### config.mk
export PLATFORM = sky130hd
export DESIGN_NAME = attribute_pixel_scanout_decoder
export DESIGN_NICKNAME = d
export VERILOG_FILES = /design/src/design/apsd_pkg.sv /design/src/design/attribute_pixel_scanout_decoder.sv
export SDC_FILE = /design/constraint.sdc
export NUM_CORES = 1
export LEC_CHECK = 0
export ABC_AREA = 1
export BUFFER_PORTS_ARGS = -buffer_cell sky130_fd_sc_hd__buf_2
export CORE_MARGIN = 2
export CORE_UTILIZATION = 55
export DETAILED_ROUTE_END_ITERATION = 8
export PLACE_DENSITY = 0.79
export SLEW_MARGIN = 0
export SYNTH_ARGS = -nofsm -noshare
export SYNTH_HDL_FRONTEND = slang
export SYNTH_SLANG_ARGS = --single-unit
export TNS_END_PERCENT = 1
### constraint.sdc
create_clock -name clk -period 7.3 [get_ports clk]
set_clock_uncertainty 0.1 [all_clocks]
set_input_delay 0.73 -clock clk [delete_from_list [all_inputs] [get_ports clk]]
set_output_delay 0.73 -clock clk [all_outputs]
set_load 0.01 [all_outputs]
### src/design/apsd_pkg.sv
// Shared types, register codes and color helpers for the attribute pixel scan-out decoder.
// Used by attribute_pixel_scanout_decoder. No other dependencies.
package apsd_pkg;

  localparam int MaxColumns = 256;
  localparam int MaxRows    = 128;

  localparam int ColW  = $clog2(MaxColumns);      // column counter
  localparam int RowW  = $clog2(MaxRows);         // row counter
  localparam int AddrW = 15;
  localparam int XW    = 11;
  localparam int YW    = 10;
  localparam int RgbW  = 24;

  localparam int CfgIdxW  = 2;
  localparam int CfgDataW = 10;

  // Register indexes on the configuration port
  localparam logic [CfgIdxW-1:0] RegWidth  = 2'd0;
  localparam logic [CfgIdxW-1:0] RegHeight = 2'd1;
  localparam logic [CfgIdxW-1:0] RegScale  = 2'd2;

  localparam logic [9:0] WidthMin  = 10'd128;
  localparam logic [9:0] WidthMax  = 10'(2 * MaxColumns);
  localparam logic [8:0] HeightMin = 9'd64;
  localparam logic [8:0] HeightMax = 9'(2 * MaxRows);

  localparam logic [9:0] WidthReset  = 10'd512;
  localparam logic [8:0] HeightReset = 9'd256;
  localparam logic [1:0] ScaleReset  = 2'd1;

  typedef logic [5:0]      color6_t;
  typedef logic [RgbW-1:0] rgb_t;

  typedef struct packed {
    logic [AddrW-1:0] memory_address;
    logic [XW-1:0]    screen_x;
    logic [YW-1:0]    screen_y;
    rgb_t             color_top_left;
    rgb_t             color_top_right;
    rgb_t             color_bottom_left;
    rgb_t             color_bottom_right;
    logic             end_of_frame;
  } cell_t;

  function automatic color6_t text_palette(input logic [2:0] sel);
    color6_t c;
    case (sel)
      3'd0:    c = 6'h2A;
      3'd1:    c = 6'h06;
      3'd2:    c = 6'h08;
      3'd3:    c = 6'h0A;
      3'd4:    c = 6'h20;
      3'd5:    c = 6'h38;
      3'd6:    c = 6'h3C;
      3'd7:    c = 6'h3F;
      default: c = 6'h00;
    endcase
    return c;
  endfunction

  // Each 2-bit channel times 0x55 is the channel repeated four times
  function automatic rgb_t expand_color(input color6_t c);
    return {{4{c[5:4]}}, {4{c[3:2]}}, {4{c[1:0]}}};
  endfunction

endpackage

### src/design/attribute_pixel_scanout_decoder.sv
// Top level of the attribute pixel scan-out decoder: raster counters, cell color decode,
// output register with skid word. Depends on apsd_pkg.
//
//   channel | direction | handshake          | word
//   in_     | in        | in_valid/in_stall   | pixel_byte
//   out_    | out       | out_valid/out_stall | address, screen position, 4 colors, eof
//   cfg_    | in        | cfg_valid/cfg_ready | register index, data
//
// One cell per cycle while in_stall is low; an accepted word goes to the output register,
// or to the skid register while the output is stalled; the output register is the single stage.
// Reset (synchronous, rst_n low) clears counters, background and valid flags, and loads
// the register defaults. A stalled output holds; one more word lands in the skid
// register, after which in_stall is raised until the output moves again.
module attribute_pixel_scanout_decoder (
  input  logic                               clk,
  input  logic                               rst_n,
  input  logic                               in_valid,
  output logic                               in_stall,
  input  logic [7:0]                         in_pixel_byte,
  output logic                               out_valid,
  input  logic                               out_stall,
  output logic [apsd_pkg::AddrW-1:0]         out_memory_address,
  output logic [apsd_pkg::XW-1:0]            out_screen_x,
  output logic [apsd_pkg::YW-1:0]            out_screen_y,
  output logic [apsd_pkg::RgbW-1:0]          out_color_top_left,
  output logic [apsd_pkg::RgbW-1:0]          out_color_top_right,
  output logic [apsd_pkg::RgbW-1:0]          out_color_bottom_left,
  output logic [apsd_pkg::RgbW-1:0]          out_color_bottom_right,
  output logic                               out_end_of_frame,
  input  logic                               cfg_valid,
  output logic                               cfg_ready,
  input  logic [apsd_pkg::CfgIdxW-1:0]       cfg_index,
  input  logic [apsd_pkg::CfgDataW-1:0]      cfg_data
);

  logic [9:0]                 width_r;
  logic [8:0]                 height_r;
  logic [1:0]                 scale_r;
  logic [apsd_pkg::ColW-1:0]  col_r, col_nxt;
  logic [apsd_pkg::RowW-1:0]  row_r, row_nxt;
  apsd_pkg::color6_t          bg_r, bg_nxt;

  logic                       out_valid_r, skid_valid_r;
  apsd_pkg::cell_t            out_r, skid_r, dec_word;

  logic in_fire, out_pop, cfg_fire;
  logic row_end, frame_end;
  apsd_pkg::rgb_t fg_rgb, bg_rgb, flat_rgb;
  logic [apsd_pkg::ColW+1:0] col_scaled;
  logic [apsd_pkg::RowW+1:0] row_scaled;

  assign in_stall  = skid_valid_r;
  assign cfg_ready = 1'b1;
  assign in_fire   = in_valid & ~skid_valid_r;
  assign out_pop   = out_valid_r & ~out_stall;
  assign cfg_fire  = cfg_valid & cfg_ready;

  // ---- cell decode ----
  always_comb begin
    fg_rgb   = apsd_pkg::expand_color(apsd_pkg::text_palette(in_pixel_byte[6:4]));
    bg_rgb   = apsd_pkg::expand_color(bg_r);
    flat_rgb = apsd_pkg::expand_color(in_pixel_byte[5:0]);

    col_scaled = (apsd_pkg::ColW+2)'(col_r) * (apsd_pkg::ColW+2)'(scale_r);
    row_scaled = (apsd_pkg::RowW+2)'(row_r) * (apsd_pkg::RowW+2)'(scale_r);

    // Shrunk geometry mid-row: anything at or past the last column ends the row
    row_end   = ({2'b0, col_r} + 10'd1) >= {1'b0, width_r[9:1]};
    frame_end = row_end && (({1'b0, row_r} + 8'd1) >= height_r[8:1]);

    dec_word.memory_address = apsd_pkg::AddrW'({row_r, col_r});
    dec_word.screen_x       = apsd_pkg::XW'({col_scaled, 1'b0});
    dec_word.screen_y       = apsd_pkg::YW'({row_scaled, 1'b0});
    dec_word.end_of_frame   = frame_end;

    bg_nxt = bg_r;
    if (in_pixel_byte[7]) begin
      dec_word.color_top_left     = in_pixel_byte[3] ? fg_rgb : bg_rgb;
      dec_word.color_top_right    = in_pixel_byte[2] ? fg_rgb : bg_rgb;
      dec_word.color_bottom_left  = in_pixel_byte[1] ? fg_rgb : bg_rgb;
      dec_word.color_bottom_right = in_pixel_byte[0] ? fg_rgb : bg_rgb;
    end else begin
      dec_word.color_top_left     = flat_rgb;
      dec_word.color_top_right    = flat_rgb;
      dec_word.color_bottom_left  = flat_rgb;
      dec_word.color_bottom_right = flat_rgb;
      if (in_pixel_byte[6]) begin
        bg_nxt = in_pixel_byte[5:0];
      end
    end

    if (!row_end) begin
      col_nxt = col_r + 1'b1;
      row_nxt = row_r;
    end else begin
      col_nxt = '0;
      row_nxt = frame_end ? '0 : row_r + 1'b1;
    end
  end

  // ---- state and configuration ----
  always_ff @(posedge clk) begin
    if (!rst_n) begin
      width_r  <= apsd_pkg::WidthReset;
      height_r <= apsd_pkg::HeightReset;
      scale_r  <= apsd_pkg::ScaleReset;
      col_r    <= '0;
      row_r    <= '0;
      bg_r     <= '0;
    end else begin
      if (cfg_fire) begin
        case (cfg_index)
          apsd_pkg::RegWidth: begin
            if (cfg_data >= apsd_pkg::WidthMin && cfg_data <= apsd_pkg::WidthMax) begin
              width_r <= cfg_data;
            end
          end
          apsd_pkg::RegHeight: begin
            if (cfg_data[8:0] >= apsd_pkg::HeightMin && cfg_data[8:0] <= apsd_pkg::HeightMax)
            begin
              height_r <= cfg_data[8:0];
            end
          end
          apsd_pkg::RegScale: begin
            if (cfg_data[1:0] != 2'd0) begin
              scale_r <= cfg_data[1:0];
            end
          end
          default: ;  // drop writes to unknown registers
        endcase
      end
      if (in_fire) begin
        col_r <= col_nxt;
        row_r <= row_nxt;
        bg_r  <= bg_nxt;
      end
    end
  end

  // ---- output register and skid word ----
  always_ff @(posedge clk) begin
    if (!rst_n) begin
      out_valid_r  <= 1'b0;
      skid_valid_r <= 1'b0;
    end else if (skid_valid_r) begin
      if (out_pop) begin
        out_valid_r  <= 1'b1;
        skid_valid_r <= 1'b0;
      end
    end else if (in_fire) begin
      if (!out_valid_r || out_pop) begin
        out_valid_r <= 1'b1;
      end else begin
        skid_valid_r <= 1'b1;
      end
    end else if (out_pop) begin
      out_valid_r <= 1'b0;
    end
  end

  always_ff @(posedge clk) begin
    if (skid_valid_r) begin
      if (out_pop) begin
        out_r <= skid_r;
      end
    end else if (in_fire) begin
      if (!out_valid_r || out_pop) begin
        out_r <= dec_word;
      end else begin
        skid_r <= dec_word;
      end
    end
  end

  assign out_valid              = out_valid_r;
  assign out_memory_address     = out_r.memory_address;
  assign out_screen_x           = out_r.screen_x;
  assign out_screen_y           = out_r.screen_y;
  assign out_color_top_left     = out_r.color_top_left;
  assign out_color_top_right    = out_r.color_top_right;
  assign out_color_bottom_left  = out_r.color_bottom_left;
  assign out_color_bottom_right = out_r.color_bottom_right;
  assign out_end_of_frame       = out_r.end_of_frame;

endmodule

; ---- After elaboration in Yosys (flattened, before gate mapping)
; Memories as Yosys holds them, arrays and structs flattened.
; Cells that the tools add are included.
[classes]
bitwise_logic = 6
shift = 0
magnitude_cmp = 6
add_sub_neg = 4
n_mux = 20
div = 0
eq_ne = 4
n_reduce_logical = 18
mul = 2
[ops]
columns = operator, count
row1 = $mux W133, 4
row2 = $mux W24, 4
row3 = $mux W96, 1
row4 = $reduce_and A3 Y1, 7
row5 = $ge A10 B8 Y1 const B, 1
row6 = $le A10 B10 Y1 const B, 1
row7 = $mul A8 B2 Y10, 1
row8 = $add A8 B1 Y9 const B, 1
row9 = $ge A9 B7 Y1 const B, 1
row10 = $ge A9 B9 Y1, 1
row11 = $le A9 B9 Y1 const B, 1
row12 = $mul A7 B2 Y9, 1
row13 = $mux W1, 9
row14 = $add A7 B1 Y8 const B, 1
row15 = $add A8 B1 Y8 const B, 1
row16 = $ge A8 B8 Y1, 1
row17 = $mux W8, 1
row18 = $reduce_bool A2 Y1, 4
row19 = $add A7 B1 Y7 const B, 1
row20 = $mux W7, 1
row21 = $not A1 Y1, 4
row22 = $logic_and A1 B1 Y1, 3
row23 = $ne A3 B2 Y1 const B, 1
row24 = $and A1 B1 Y1, 2
row25 = 7 further kinds, 7
[word_totals]
latch_bits = 0
output_inout_bits = 136
mem_bits_rw = 0
mem_bits_ro = 48
word_cells = 85
ff_bits = 308
memories = 1
[memory_table]
columns = name, words, word_bits, read_ports, rd_clocked_by_memory_dff, write_ports, line
row1 = (no name shown), 8, 6, 1, 0, 0, apsd_pkg.sv:48  ; case (sel)

; ---- Longest topological paths before layout
; Gate-level depths: netlist of the first run.
[logic_depth]
ltp_word = 6
ltp_mapped = 17
depth_no_buf = 16

; ---- Worst setup path after synthesis of the first run
; OpenSTA, ideal clock, no wires.
[synth_path]
kind = input -> register
from = input out_stall
to = register out_r (netlist bit out_color_bottom_left[14]), enable pin
arrival_ns = 3.742
setup_time_ns = 0.496
path_stages = 3
path_slack_ns = 2.961
path_buffers = 0
cell_sequence = nand2_1 inv_1 a21oi_1
[synth_via]
elab_chain_len = 5
elab_cells_between_ends = 6
classes_between = 1 x eq/ne / 2 x bitwise / 3 x reduce/logical
[synth_lines]
columns = element, line
row1 = start: declaration, attribute_pixel_scanout_decoder.sv:21  ; input logic out_stall,
row2 = $not A1 Y1 (*), attribute_pixel_scanout_decoder.sv:55  ; assign out_pop = out_valid_r & ~out_stall;
row3 = $and A1 B1 Y1 (*), attribute_pixel_scanout_decoder.sv:55
row4 = $logic_or A1 B1 Y1, attribute_pixel_scanout_decoder.sv:167  ; if (!out_valid_r || out_pop) begin
row5 = $reduce_bool A2 Y1 (no source line), -
row6 = $reduce_and A3 Y1 (no source line) (*), -
row7 = end signal: assignment, attribute_pixel_scanout_decoder.sv:164  ; out_r <= skid_r;
row8 = end signal: assignment, attribute_pixel_scanout_decoder.sv:168  ; out_r <= dec_word;
row9 = end: declaration, attribute_pixel_scanout_decoder.sv:44  ; apsd_pkg::cell_t out_r, skid_r, dec_word;
; Mark *: on every way between the ends. The rest lies on a longest branch, timed or not.
; A chain may end at the register's enable or synchronous reset.

; ---- Worst setup path after layout of the first run
[layout_path]
from = register skid_valid_r, in the netlist in_stall
to = register skid_r[110] (netlist bit), enable pin
[layout_via]
elab_chain_len = 3
[layout_lines]
columns = element, line
row1 = start: declaration, attribute_pixel_scanout_decoder.sv:43  ; logic out_valid_r, skid_valid_r;
row2 = start signal: assignment, attribute_pixel_scanout_decoder.sv:144  ; skid_valid_r <= 1'b0;
row3 = start signal: assignment, attribute_pixel_scanout_decoder.sv:148  ; skid_valid_r <= 1'b0;
row4 = start signal: assignment, attribute_pixel_scanout_decoder.sv:154  ; skid_valid_r <= 1'b1;
row5 = $not A1 Y1 (no source line) (*), -
row6 = $and A1 B1 Y1, attribute_pixel_scanout_decoder.sv:54  ; assign in_fire = in_valid & ~skid_valid_r;
row7 = $reduce_and A3 Y1 (no source line) (*), -
row8 = end signal: assignment, attribute_pixel_scanout_decoder.sv:170  ; skid_r <= dec_word;
row9 = end: declaration, attribute_pixel_scanout_decoder.sv:44
; Marks and branches as above.

==> flow_summary.json, run 1 <==
{
  "run_status": "finished clean",
  "r2r_slack_ps": 4300,
  "place_area_sq_mm": 0.008869,
  "maxSlewViolCount": 0,
  "cts_tree": "done",
  "slew_headroom_pct": 41.82,
  "rows": 45,
  "worst-path-stages": 4,
  "power_frac_seq_pct": 50.1,
  "drt_pre_antenna_iters": 7,
  "grt_max_degree": 71,
  "clockBufferDepth": 2,
  "timing.rr.end": "skid_r[110]$_DFFE_PP_",
  "diodes": 0,
  "grt_pass1_vias": 5729,
  "period_needed_ps": 2998,
  "synth_top_family_by_area": "simple AND/OR/NAND/NOR gates",
  "fin_cells": 1240,
  "worst_r2r_path_depth": 4,
  "die_h_microns": 128.3,
  "nets": 1098,
  "ys_seq_area_share_pct": 51.59,
  "coreArea_sq_mm": 0.01515,
  "io_pins": 161,
  "synth_mux_area_share_pct": 0,
  "syn_to_final_growth_pct": 10.60,
  "synth_edf_count": 118,
  "required_ps": 7260,
  "synth-simple-area-share_pct": 17.82,
  "hold_violations": 0,
  "layout_commonest_cell": "nand2_1",
  "die_w_microns": 128.3,
  "drc": 0,
  "crit_chain": "inv_2 > nand2_2 > nor2_4 > buf_4",
  "netlist_instances": 963,
  "start_util_pct": 56.11,
  "ys.flop_type": "edfxtp_1",
  "grt_setup_unrepaired": "no",
  "dpl_worst_slack_ps": 4261,
  "cts.hold.buffers_added": 0,
  "io_buffers": 157,
  "synth_top_area_cell": "edfxtp_1",
  "max_freq_mhz": 333.5,
  "drt_iter0_drc": 595,
  "grt_antenna_before_repair": 0,
  "path_max_fanout": 52,
  "grt_use_met3_pct": 4.925,
  "worstSetupPathType": "reg -> reg",
  "switching_power_mw": 0.5326,
  "die_area_sq_mm": 0.01646,
  "synth_compound_area_share_pct": 9.923,
  "drive_gt1_share_pct": 20.82,
  "multi_input_area_sq_mm": 0.002959,
  "drt.antenna.violating_nets": 0,
  "max_cap_viol_count": 0,
  "setup_slack_ps": 4302,
  "yosysWarnings": 0,
  "wirelength_microns": 17180,
  "hold_slack_ps": 362.0,
  "synth_top_cells_by_area": "edfxtp_1, nand2_1, dfxtp_1, buf_4, inv_1",
  "finalCritPeriodShare_pct": 41.07,
  "cp-start-kind": "register",
  "hold_depth": 2,
  "r2r-start": "in_stall$_SDFF_PN0_",
  "num_vias": 6454,
  "internal_power_mw": 1.578,
  "regArea_sq_mm": 0.004385,
  "overflow": 0,
  "synth_area_sq_mm": 0.008498,
  "vias_per_cell": 5.205,
  "setup_viol": 0,
  "nFillCells": 1242,
  "post-dp-hpwl_microns": 12140,
  "cp_num_buf_inv": 2,
  "gp_congestion": 0.9189,
  "numClockSinks": 160,
  "grt_busiest_layer": "met2",
  "grt_util_met2_pct": 36.11,
  "pwr_density_cell_mw_per_mm2": 224.5,
  "routedWlPerCell_microns": 13.85,
  "met1_usage_pct": 28.08,
  "final_area_sq_mm": 0.009399,
  "h-tree-depth": 4,
  "root_buffer": "clkbuf_16",
  "grt_pass1_wl_microns": 27810,
  "synthArstFlopShare_pct": 0,
  "numPlacedInstances": 1208,
  "p_sw_share_pct": 25.24,
  "ys_types": 39,
  "worst_pin_slew_ps": 871.4,
  "total_power_mw": 2.110,
  "grtUsageTotal_pct": 21.74,
  "hold_end": "width_r[9]$_SDFFE_PN1P_",
  "power_frac_comb_pct": 11.8,
  "ys_ff_latch": 160,
  "critPathSlowestCell": "inv_2",
  "clockPowerShare_pct": 38.1,
  "arrival_ps": 2960,
  "yosys.area.top_type_share_pct": 41.70,
  "insertion_delay_ps": 430,
  "min_path_type": "reg -> reg",
  "cts-buffers-inserted": 17,
  "max_stage_delay_ps": 620,
  "finalSetupTns_ps": 0,
  "avgSynthCellArea_sq_um": 8.825,
  "synthAdderAreaFrac_pct": 5.183,
  "path_clk_slew_ps": 60,
  "ir_drop_mv": 0.1888,
  "cts_post_setup_buffers_inserted": 0,
  "synth-xor-area-share_pct": 1.546,
  "min-delay-start": "width_r[9]$_SDFFE_PN1P_",
  "path_delay_family": "buffers and inverters",
  "final_util_pct": 62.06,
  "setup.worst_path.end_class": "register",
  "cts_resized": 0,
  "layout_common_cells": "nand2_1, buf_2, inv_1",
  "cellLeakagePower_nw": 4.601
}
state kept, by name, indices dropped and copies added, names as in the netlist:
name and flops:
col_r 8, out_screen_y 9, in_stall 1, bg_r 6
out_memory_address 15, out_color_top_left 6, out_valid 1, out_end_of_frame 1
height_r 8, skid_r 59, row_r 7, out_screen_x 10
out_color_top_right 6, scale_r 2, out_color_bottom_left 6, out_color_bottom_right 6
width_r 9
logic make-up (layout without fill, tap and decap cells):
| family | Yosys count | count (layout) |
|---|---|---|
| AO/OA/AOI/OAI | 155 | 155 |
| XOR/XNOR | 15 | 15 |
| adder cells (fa/ha/maj) | 34 | 34 |
| buffers and inverters | 232 | 320 |
| flip-flops | 160 | 160 |
| other | 2 | 3 |
| AND/OR/NAND/NOR | 365 | 365 |
synthesized netlist by cell type, drive strengths merged, types with 2 or more instances:
cell type and number:
conb 2, o211ai 3, o21ai 69, o22ai 15, o21a 2, nand4 12
nor2 68, ha 32, inv 127, a31oi 14, nor3 3, clkbuf 16
a21oi 49, fa 2, xnor2 5, xor2 10, nand3 25, nand2 255
buf 88, dfxtp 42, and2 2, edfxtp 118
cell type report:
cell class	instances	share of cell area, %
tap	188	2.503
clock inverter	13	1.038
timing repair buffer	160	8.600
multi-input combinational	572	31.48
inverter	128	5.112
clock buffer	19	4.606
sequential	160	46.66
worst max-delay path by stage:
stage               slack, ps           startpoint                                  end
CTS                      4250  in_stall$_SDFF_PN0_                skid_r[109]$_DFFE_PP_
finish                   4300  in_stall$_SDFF_PN0_                skid_r[110]$_DFFE_PP_
detailed placement       4260  in_stall$_SDFF_PN0_                skid_r[111]$_DFFE_PP_
global placement         4350  in_stall$_SDFF_PN0_                skid_r[110]$_DFFE_PP_
floorplan                2960            out_stall  out_color_bottom_left[14]$_DFFE_PP_
global route             4040  in_stall$_SDFF_PN0_                skid_r[115]$_DFFE_PP_
power by group through the flow:
stage | Sequential (mW) | Combinational [mW] | Clock, mW
after floorplan | 1.09 | 0.182 | 0
after global placement | 1.07 | 0.243 | 0
after detailed placement | 1.08 | 0.248 | 0
after CTS | 1.06 | 0.249 | 0.818
after global routing | 1.06 | 0.278 | 0.852
final | 1.06 | 0.249 | 0.805
worst register-to-register path, cell delays in order (launching register included):
cell and delay, ps:
dfxtp_2 320, inv_2 620, nand2_2 400, nor2_4 620
buf_4 560
per-layer routing:
| layer | wire length [microns] | share of wire, % | up-vias |
|---|---|---|---|
| li1 | - | - | 3228 |
| met1 | 7604 | 44 | 2942 |
| met2 | 8232 | 48 | 258 |
| met3 | 1053 | 6.1 | 26 |
| met4 | 287 | 1.7 | 0 |
| met5 | 0 | 0 | - |
No activity file was read; power rests on OpenSTA's default activity.
==> inputs of run 2 (changes only) <==
--- a/config.mk
+++ b/config.mk
@@ -8,9 +8,9 @@
 export ABC_AREA = 1
 export BUFFER_PORTS_ARGS = -buffer_cell sky130_fd_sc_hd__buf_2
 export CORE_MARGIN = 2
-export CORE_UTILIZATION = 55
+export CORE_UTILIZATION = 51
 export DETAILED_ROUTE_END_ITERATION = 8
-export PLACE_DENSITY = 0.79
+export PLACE_DENSITY = 0.77
 export SLEW_MARGIN = 0
 export SYNTH_ARGS = -nofsm -noshare
 export SYNTH_HDL_FRONTEND = slang
==> constraint.sdc (replaced) <==
create_clock -name clk -period 2.5 [get_ports clk]
set_clock_uncertainty 0.1 [all_clocks]
set_input_delay 0.25 -clock clk [delete_from_list [all_inputs] [get_ports clk]]
set_output_delay 0.25 -clock clk [all_outputs]
set_load 0.01 [all_outputs]
==> flow_summary.json, run 2 (synthesized netlist as in run 1, its figures left out) <==
{
  "total_power_mw": 6.421,
  "h-tree-depth": 4,
  "setup.worst_path.end_class": "register",
  "clockPowerShare_pct": 40.2,
  "drt_pre_antenna_iters": 5,
  "internal_power_mw": 4.756,
  "routedWlPerCell_microns": 13.93,
  "grt_pass1_vias": 5817,
  "die_w_microns": 133.1,
  "drt.antenna.violating_nets": 0,
  "hold_violations": 0,
  "period_needed_ps": 2346,
  "max_freq_mhz": 426.3,
  "arrival_ps": 2600,
  "crit_chain": "ha_2 > nand2_1 > nor2_2 > nand3_1 > nor2_1 > ha_1 > nand2_2 > inv_1 > a21oi_2 > nand2_1 > nor2_4 > nand4_1 > a21oi_1",
  "min_path_type": "in -> reg",
  "switching_power_mw": 1.664,
  "final_area_sq_mm": 0.009727,
  "multi_input_area_sq_mm": 0.003047,
  "slew_headroom_pct": 61.39,
  "grt_max_degree": 52,
  "diodes": 0,
  "numClockSinks": 160,
  "gp_congestion": 0.9371,
  "finalCritPeriodShare_pct": 93.83,
  "worstSetupPathType": "reg -> reg",
  "start_util_pct": 51.80,
  "nFillCells": 1418,
  "ir_drop_mv": 0.5033,
  "place_area_sq_mm": 0.009021,
  "drc": 0,
  "regMostFlops": "skid_r",
  "grt_pass1_wl_microns": 28790,
  "root_buffer": "clkbuf_16",
  "hold_slack_ps": 0.9166,
  "path_max_fanout": 8,
  "drt_iter0_drc": 644,
  "rows": 47,
  "die_h_microns": 133.1,
  "syn_to_final_growth_pct": 14.46,
  "grtUsageTotal_pct": 20.69,
  "post-dp-hpwl_microns": 13060,
  "critPathSlowestCell": "dfxtp_1",
  "layout_commonest_cell": "nand2_1",
  "power_frac_comb_pct": 12.0,
  "cts_post_setup_buffers_inserted": 0,
  "max_cap_viol_count": 0,
  "insertion_delay_ps": 440,
  "io_pins": 161,
  "clockBufferDepth": 2,
  "p_sw_share_pct": 25.92,
  "nets": 1116,
  "regArea_sq_mm": 0.004395,
  "cp-start-kind": "register",
  "run_status": "finished clean",
  "power_frac_seq_pct": 47.8,
  "grt_setup_unrepaired": "yes",
  "maxSlewViolCount": 0,
  "largest_reg_flops": 59,
  "path_clk_slew_ps": 70,
  "cellLeakagePower_nw": 4.738,
  "max_stage_delay_ps": 340,
  "die_area_sq_mm": 0.01771,
  "worst_pin_slew_ps": 576.0,
  "num_vias": 6501,
  "coreArea_sq_mm": 0.01641,
  "grt_antenna_before_repair": 1,
  "layout_common_cells": "nand2_1, buf_2, inv_1",
  "io_buffers": 157,
  "crit_top_cell": "nand2_1",
  "cts-buffers-inserted": 17,
  "pwr_density_cell_mw_per_mm2": 660.1,
  "final_util_pct": 59.28,
  "setup_viol": 0,
  "cp_num_buf_inv": 1,
  "cts_tree": "done",
  "overflow": 0,
  "vias_per_cell": 5.040,
  "required_ps": 2750,
  "path_delay_family": "simple AND/OR/NAND/NOR gates",
  "wirelength_microns": 17970,
  "drive_gt1_share_pct": 23.93
}
run 2: cell count changes in the layout (fill, tap and decap cells not counted), moves of 3 or more:
cell      previous run  this run
a21oi_2              2         6
dfxtp_1             41        37
nand2_2             13        16
clkinv_1             5         2
ha_1                32        29
buf_4                3        18
nand2_1            242       239
a21oi_1             46        42
run 2: worst register-to-register path: cells and delay by family, from the launching register on:
kind                       cells  cell delay (ps)
adders and majority gates      2              470
AOI/OAI and AO/OA              2              320
and+or+nand+nor                8              960
buffers and inverters          1               80
DFF                            1              340
run 2: metal layers:
| layer | track usage [%] | up-vias | routed length (microns) |
|---|---|---|---|
| met2 | 34.20 | 224 | 8623 |
| met5 | 0 | - | 17 |
| met3 | 5.134 | 31 | 1005 |
| li1 | - | 3270 | - |
| met4 | 7.168 | 2 | 326 |
| met1 | 26.61 | 2974 | 7999 |
run 2: worst paths after layout:
| kind | startpoint | end | slack (ps) | depth (start not counted) |
|---|---|---|---|---|
| setup reg to reg | col_r[0]$_SDFFE_PN0P_ | col_r[7]$_SDFFE_PN0P_ | 150 | 13 |
| hold reg to reg | height_r[1]$_SDFFE_PN0P_ | height_r[1]$_SDFFE_PN0P_ | 360 | 2 |
| setup / recovery | col_r[0]$_SDFFE_PN0P_ | col_r[7]$_SDFFE_PN0P_ | 150 | 13 |
| hold / removal | rst_n | width_r[9]$_SDFFE_PN1P_ | 0.9 | 2 |
run 2: power groups by stage:
| stage | combinational [mW] | clock, mW | sequential, mW |
|---|---|---|---|
| 2_1_floorplan | 0.535 | 0 | 3.17 |
| 3_3_place_gp | 0.751 | 0 | 3.12 |
| 3_5_place_dp | 0.761 | 0 | 3.13 |
| 4_1_cts | 0.765 | 2.61 | 3.07 |
| 5_1_grt | 0.851 | 2.73 | 3.08 |
| 6_report | 0.769 | 2.58 | 3.07 |
run 2: through the flow:
stage          instances  setup WS, ps  TNS (ps)
6_report            1290         154.2         0
5_1_grt             1290        -32.04    -220.6
2_1_floorplan        964        -421.0    -25150
3_3_place_gp        1255         99.19         0
4_1_cts             1289         24.32         0
3_5_place_dp        1255         79.89         0
run 2: area by class of cell:
cell class / instances / share of cell area (%)
clock inverter: 15 / 1.672
multi-input combinational: 573 / 31.32
tap: 220 / 2.830
timing repair buffer: 177 / 9.673
inverter: 128 / 4.940
sequential: 160 / 45.19
clock buffer: 17 / 4.374
run 2: repair_timing:
action	in CTS	in global routing
resized for setup	0	22
hold endpoints to repair	2	0
endpoints found under the setup margin	0	16
hold buffers	2	0
==> inputs of run 3 (changes only) <==
--- a/config.mk
+++ b/config.mk
@@ -8,9 +8,9 @@
 export ABC_AREA = 1
 export BUFFER_PORTS_ARGS = -buffer_cell sky130_fd_sc_hd__buf_2
 export CORE_MARGIN = 2
-export CORE_UTILIZATION = 51
+export CORE_UTILIZATION = 55
 export DETAILED_ROUTE_END_ITERATION = 8
-export PLACE_DENSITY = 0.77
+export PLACE_DENSITY = 0.79
 export SLEW_MARGIN = 0
 export SYNTH_ARGS = -nofsm -noshare
 export SYNTH_HDL_FRONTEND = slang
==> constraint.sdc (replaced) <==
create_clock -name clk -period 2.4 [get_ports clk]
set_clock_uncertainty 0.1 [all_clocks]
set_input_delay 0.24 -clock clk [delete_from_list [all_inputs] [get_ports clk]]
set_output_delay 0.24 -clock clk [all_outputs]
set_load 0.01 [all_outputs]
==> flow_summary.json, run 3 (synthesized netlist as in run 1, its figures left out) <==
{
  "post-dp-hpwl_microns": 12830,
  "required_ps": 2630,
  "grt_pass1_wl_microns": 28810,
  "place_area_sq_mm": 0.009011,
  "finalCritPeriodShare_pct": 96.79,
  "drt.antenna.violating_nets": 0,
  "drt_iter0_drc": 573,
  "internal_power_mw": 4.768,
  "root_buffer": "clkbuf_16",
  "worstSetupPathType": "reg -> reg",
  "gp_congestion": 0.9066,
  "drive_gt1_share_pct": 25.32,
  "cts-buffers-inserted": 17,
  "power_frac_seq_pct": 49.0,
  "finalSetupTns_ps": 0,
  "grtUsageTotal_pct": 22.30,
  "total_power_mw": 6.534,
  "setup_slack_ps": 77.15,
  "setup_viol": 0,
  "hold_violations": 0,
  "max_freq_mhz": 430.5,
  "min_path_type": "in -> reg",
  "grt_pass1_vias": 6116,
  "nets": 1124,
  "h-tree-depth": 4,
  "run_status": "finished clean",
  "drc": 0,
  "maxSlewViolCount": 0,
  "nFillCells": 1224,
  "layout_common_cells": "nand2_1, buf_2, inv_1",
  "path_delay_family": "simple AND/OR/NAND/NOR gates",
  "setup.worst_path.end_class": "register",
  "crit_chain": "ha_2 > nand3_2 > nor2_1 > nand2_1 > xor2_1 > inv_1 > ha_1 > nand2_1 > o21a_1 > nand2_1 > buf_4 > nor2_1 > nor2_2 > nor2_2",
  "syn_to_final_growth_pct": 14.72,
  "grt_antenna_before_repair": 0,
  "vias_per_cell": 5.207,
  "final_area_sq_mm": 0.009749,
  "path_clk_slew_ps": 70,
  "coreArea_sq_mm": 0.01515,
  "numClockSinks": 160,
  "multi_input_area_sq_mm": 0.003079,
  "grt_setup_unrepaired": "yes",
  "insertion_delay_ps": 430,
  "power_frac_comb_pct": 12.4,
  "clockPowerShare_pct": 38.6,
  "clockBufferDepth": 2,
  "die_w_microns": 128.3,
  "cellLeakagePower_nw": 4.759,
  "num_vias": 6592,
  "critPathSlowestCell": "dfxtp_2",
  "die_h_microns": 128.3,
  "crit_top_cell": "nand2_1",
  "switching_power_mw": 1.766,
  "worst_pin_slew_ps": 683.3,
  "p_sw_share_pct": 27.03,
  "io_buffers": 157,
  "arrival_ps": 2550,
  "rows": 45,
  "routedWlPerCell_microns": 14.28,
  "ir_drop_mv": 0.5031,
  "overflow": 0,
  "cp-start-kind": "register",
  "cts_tree": "done",
  "regMostFlops": "skid_r",
  "pwr_density_cell_mw_per_mm2": 670.2,
  "io_pins": 161,
  "dpl_worst_slack_ps": 14.54,
  "max_cap_viol_count": 0,
  "final_util_pct": 64.37,
  "start_util_pct": 56.11,
  "period_needed_ps": 2323,
  "diodes": 0,
  "grt_max_degree": 70,
  "max_stage_delay_ps": 340,
  "layout_commonest_cell": "nand2_1",
  "largest_reg_flops": 59,
  "regArea_sq_mm": 0.004394,
  "path_max_fanout": 6,
  "wirelength_microns": 18080,
  "drt_pre_antenna_iters": 8,
  "slew_headroom_pct": 54.45,
  "die_area_sq_mm": 0.01646,
  "cp_num_buf_inv": 2
}
-- run 3: final cells by class --
cell class,count,area share [%]
flip-flops and latches,160,45.07
multi-input cells,573,31.58
inverters,128,4.928
clock inverters,15,1.245
well taps,188,2.413
clock buffers,17,4.363
repair buffers,185,10.40
-- run 3: stage by stage --
step,hold WS (ps),std cells
global placement,344.1,1227
finish,16.21,1266
CTS,4.110,1263
detailed placement,352.3,1227
floorplan,267.6,964
global route,30.43,1266
-- run 3: path summary, 6_finish.rpt --
| check | start | to | slack (ps) | cells past startpoint |
|---|---|---|---|---|
| max | row_r[1]$_SDFFE_PN0P_ | row_r[4]$_SDFFE_PN0P_ | 80 | 14 |
| max reg2reg | row_r[1]$_SDFFE_PN0P_ | row_r[4]$_SDFFE_PN0P_ | 80 | 14 |
| min reg2reg | width_r[3]$_SDFFE_PN0P_ | width_r[3]$_SDFFE_PN0P_ | 360 | 2 |
| min | in_pixel_byte[5] | bg_r[5]$_SDFFE_PN0P_ | 20 | 3 |
-- run 3: routing by layer --
layer	share of wire, %	track usage (%)
met2	50	38.67
met5	0	0
met1	42	27.39
met3	6.4	4.257
met4	2.3	9.244
-- run 3: power by group through the flow --
stage                     clock network [mW]  logic (mW)  registers, mW
after CTS                               2.55       0.800           3.20
after floorplan                            0       0.557           3.30
after detailed placement                   0       0.790           3.26
final                                   2.52       0.810           3.20
after global placement                     0       0.777           3.26
after global routing                    2.66       0.899           3.22
-- run 3: worst min-delay path, stage by stage --
cell and delay (ps):
buf_2 140, inv_2 70, a21oi_1 50
-- run 3: repair_timing --
item | CTS | global route
hold buffers | 4 | 0
pin swaps | 0 | 10
gates resized for setup | 2 | 33
endpoints found under the hold margin | 3 | 0
cloned | 0 | 1
buffers inserted | 0 | 2
setup endpoints to repair | 4 | 16
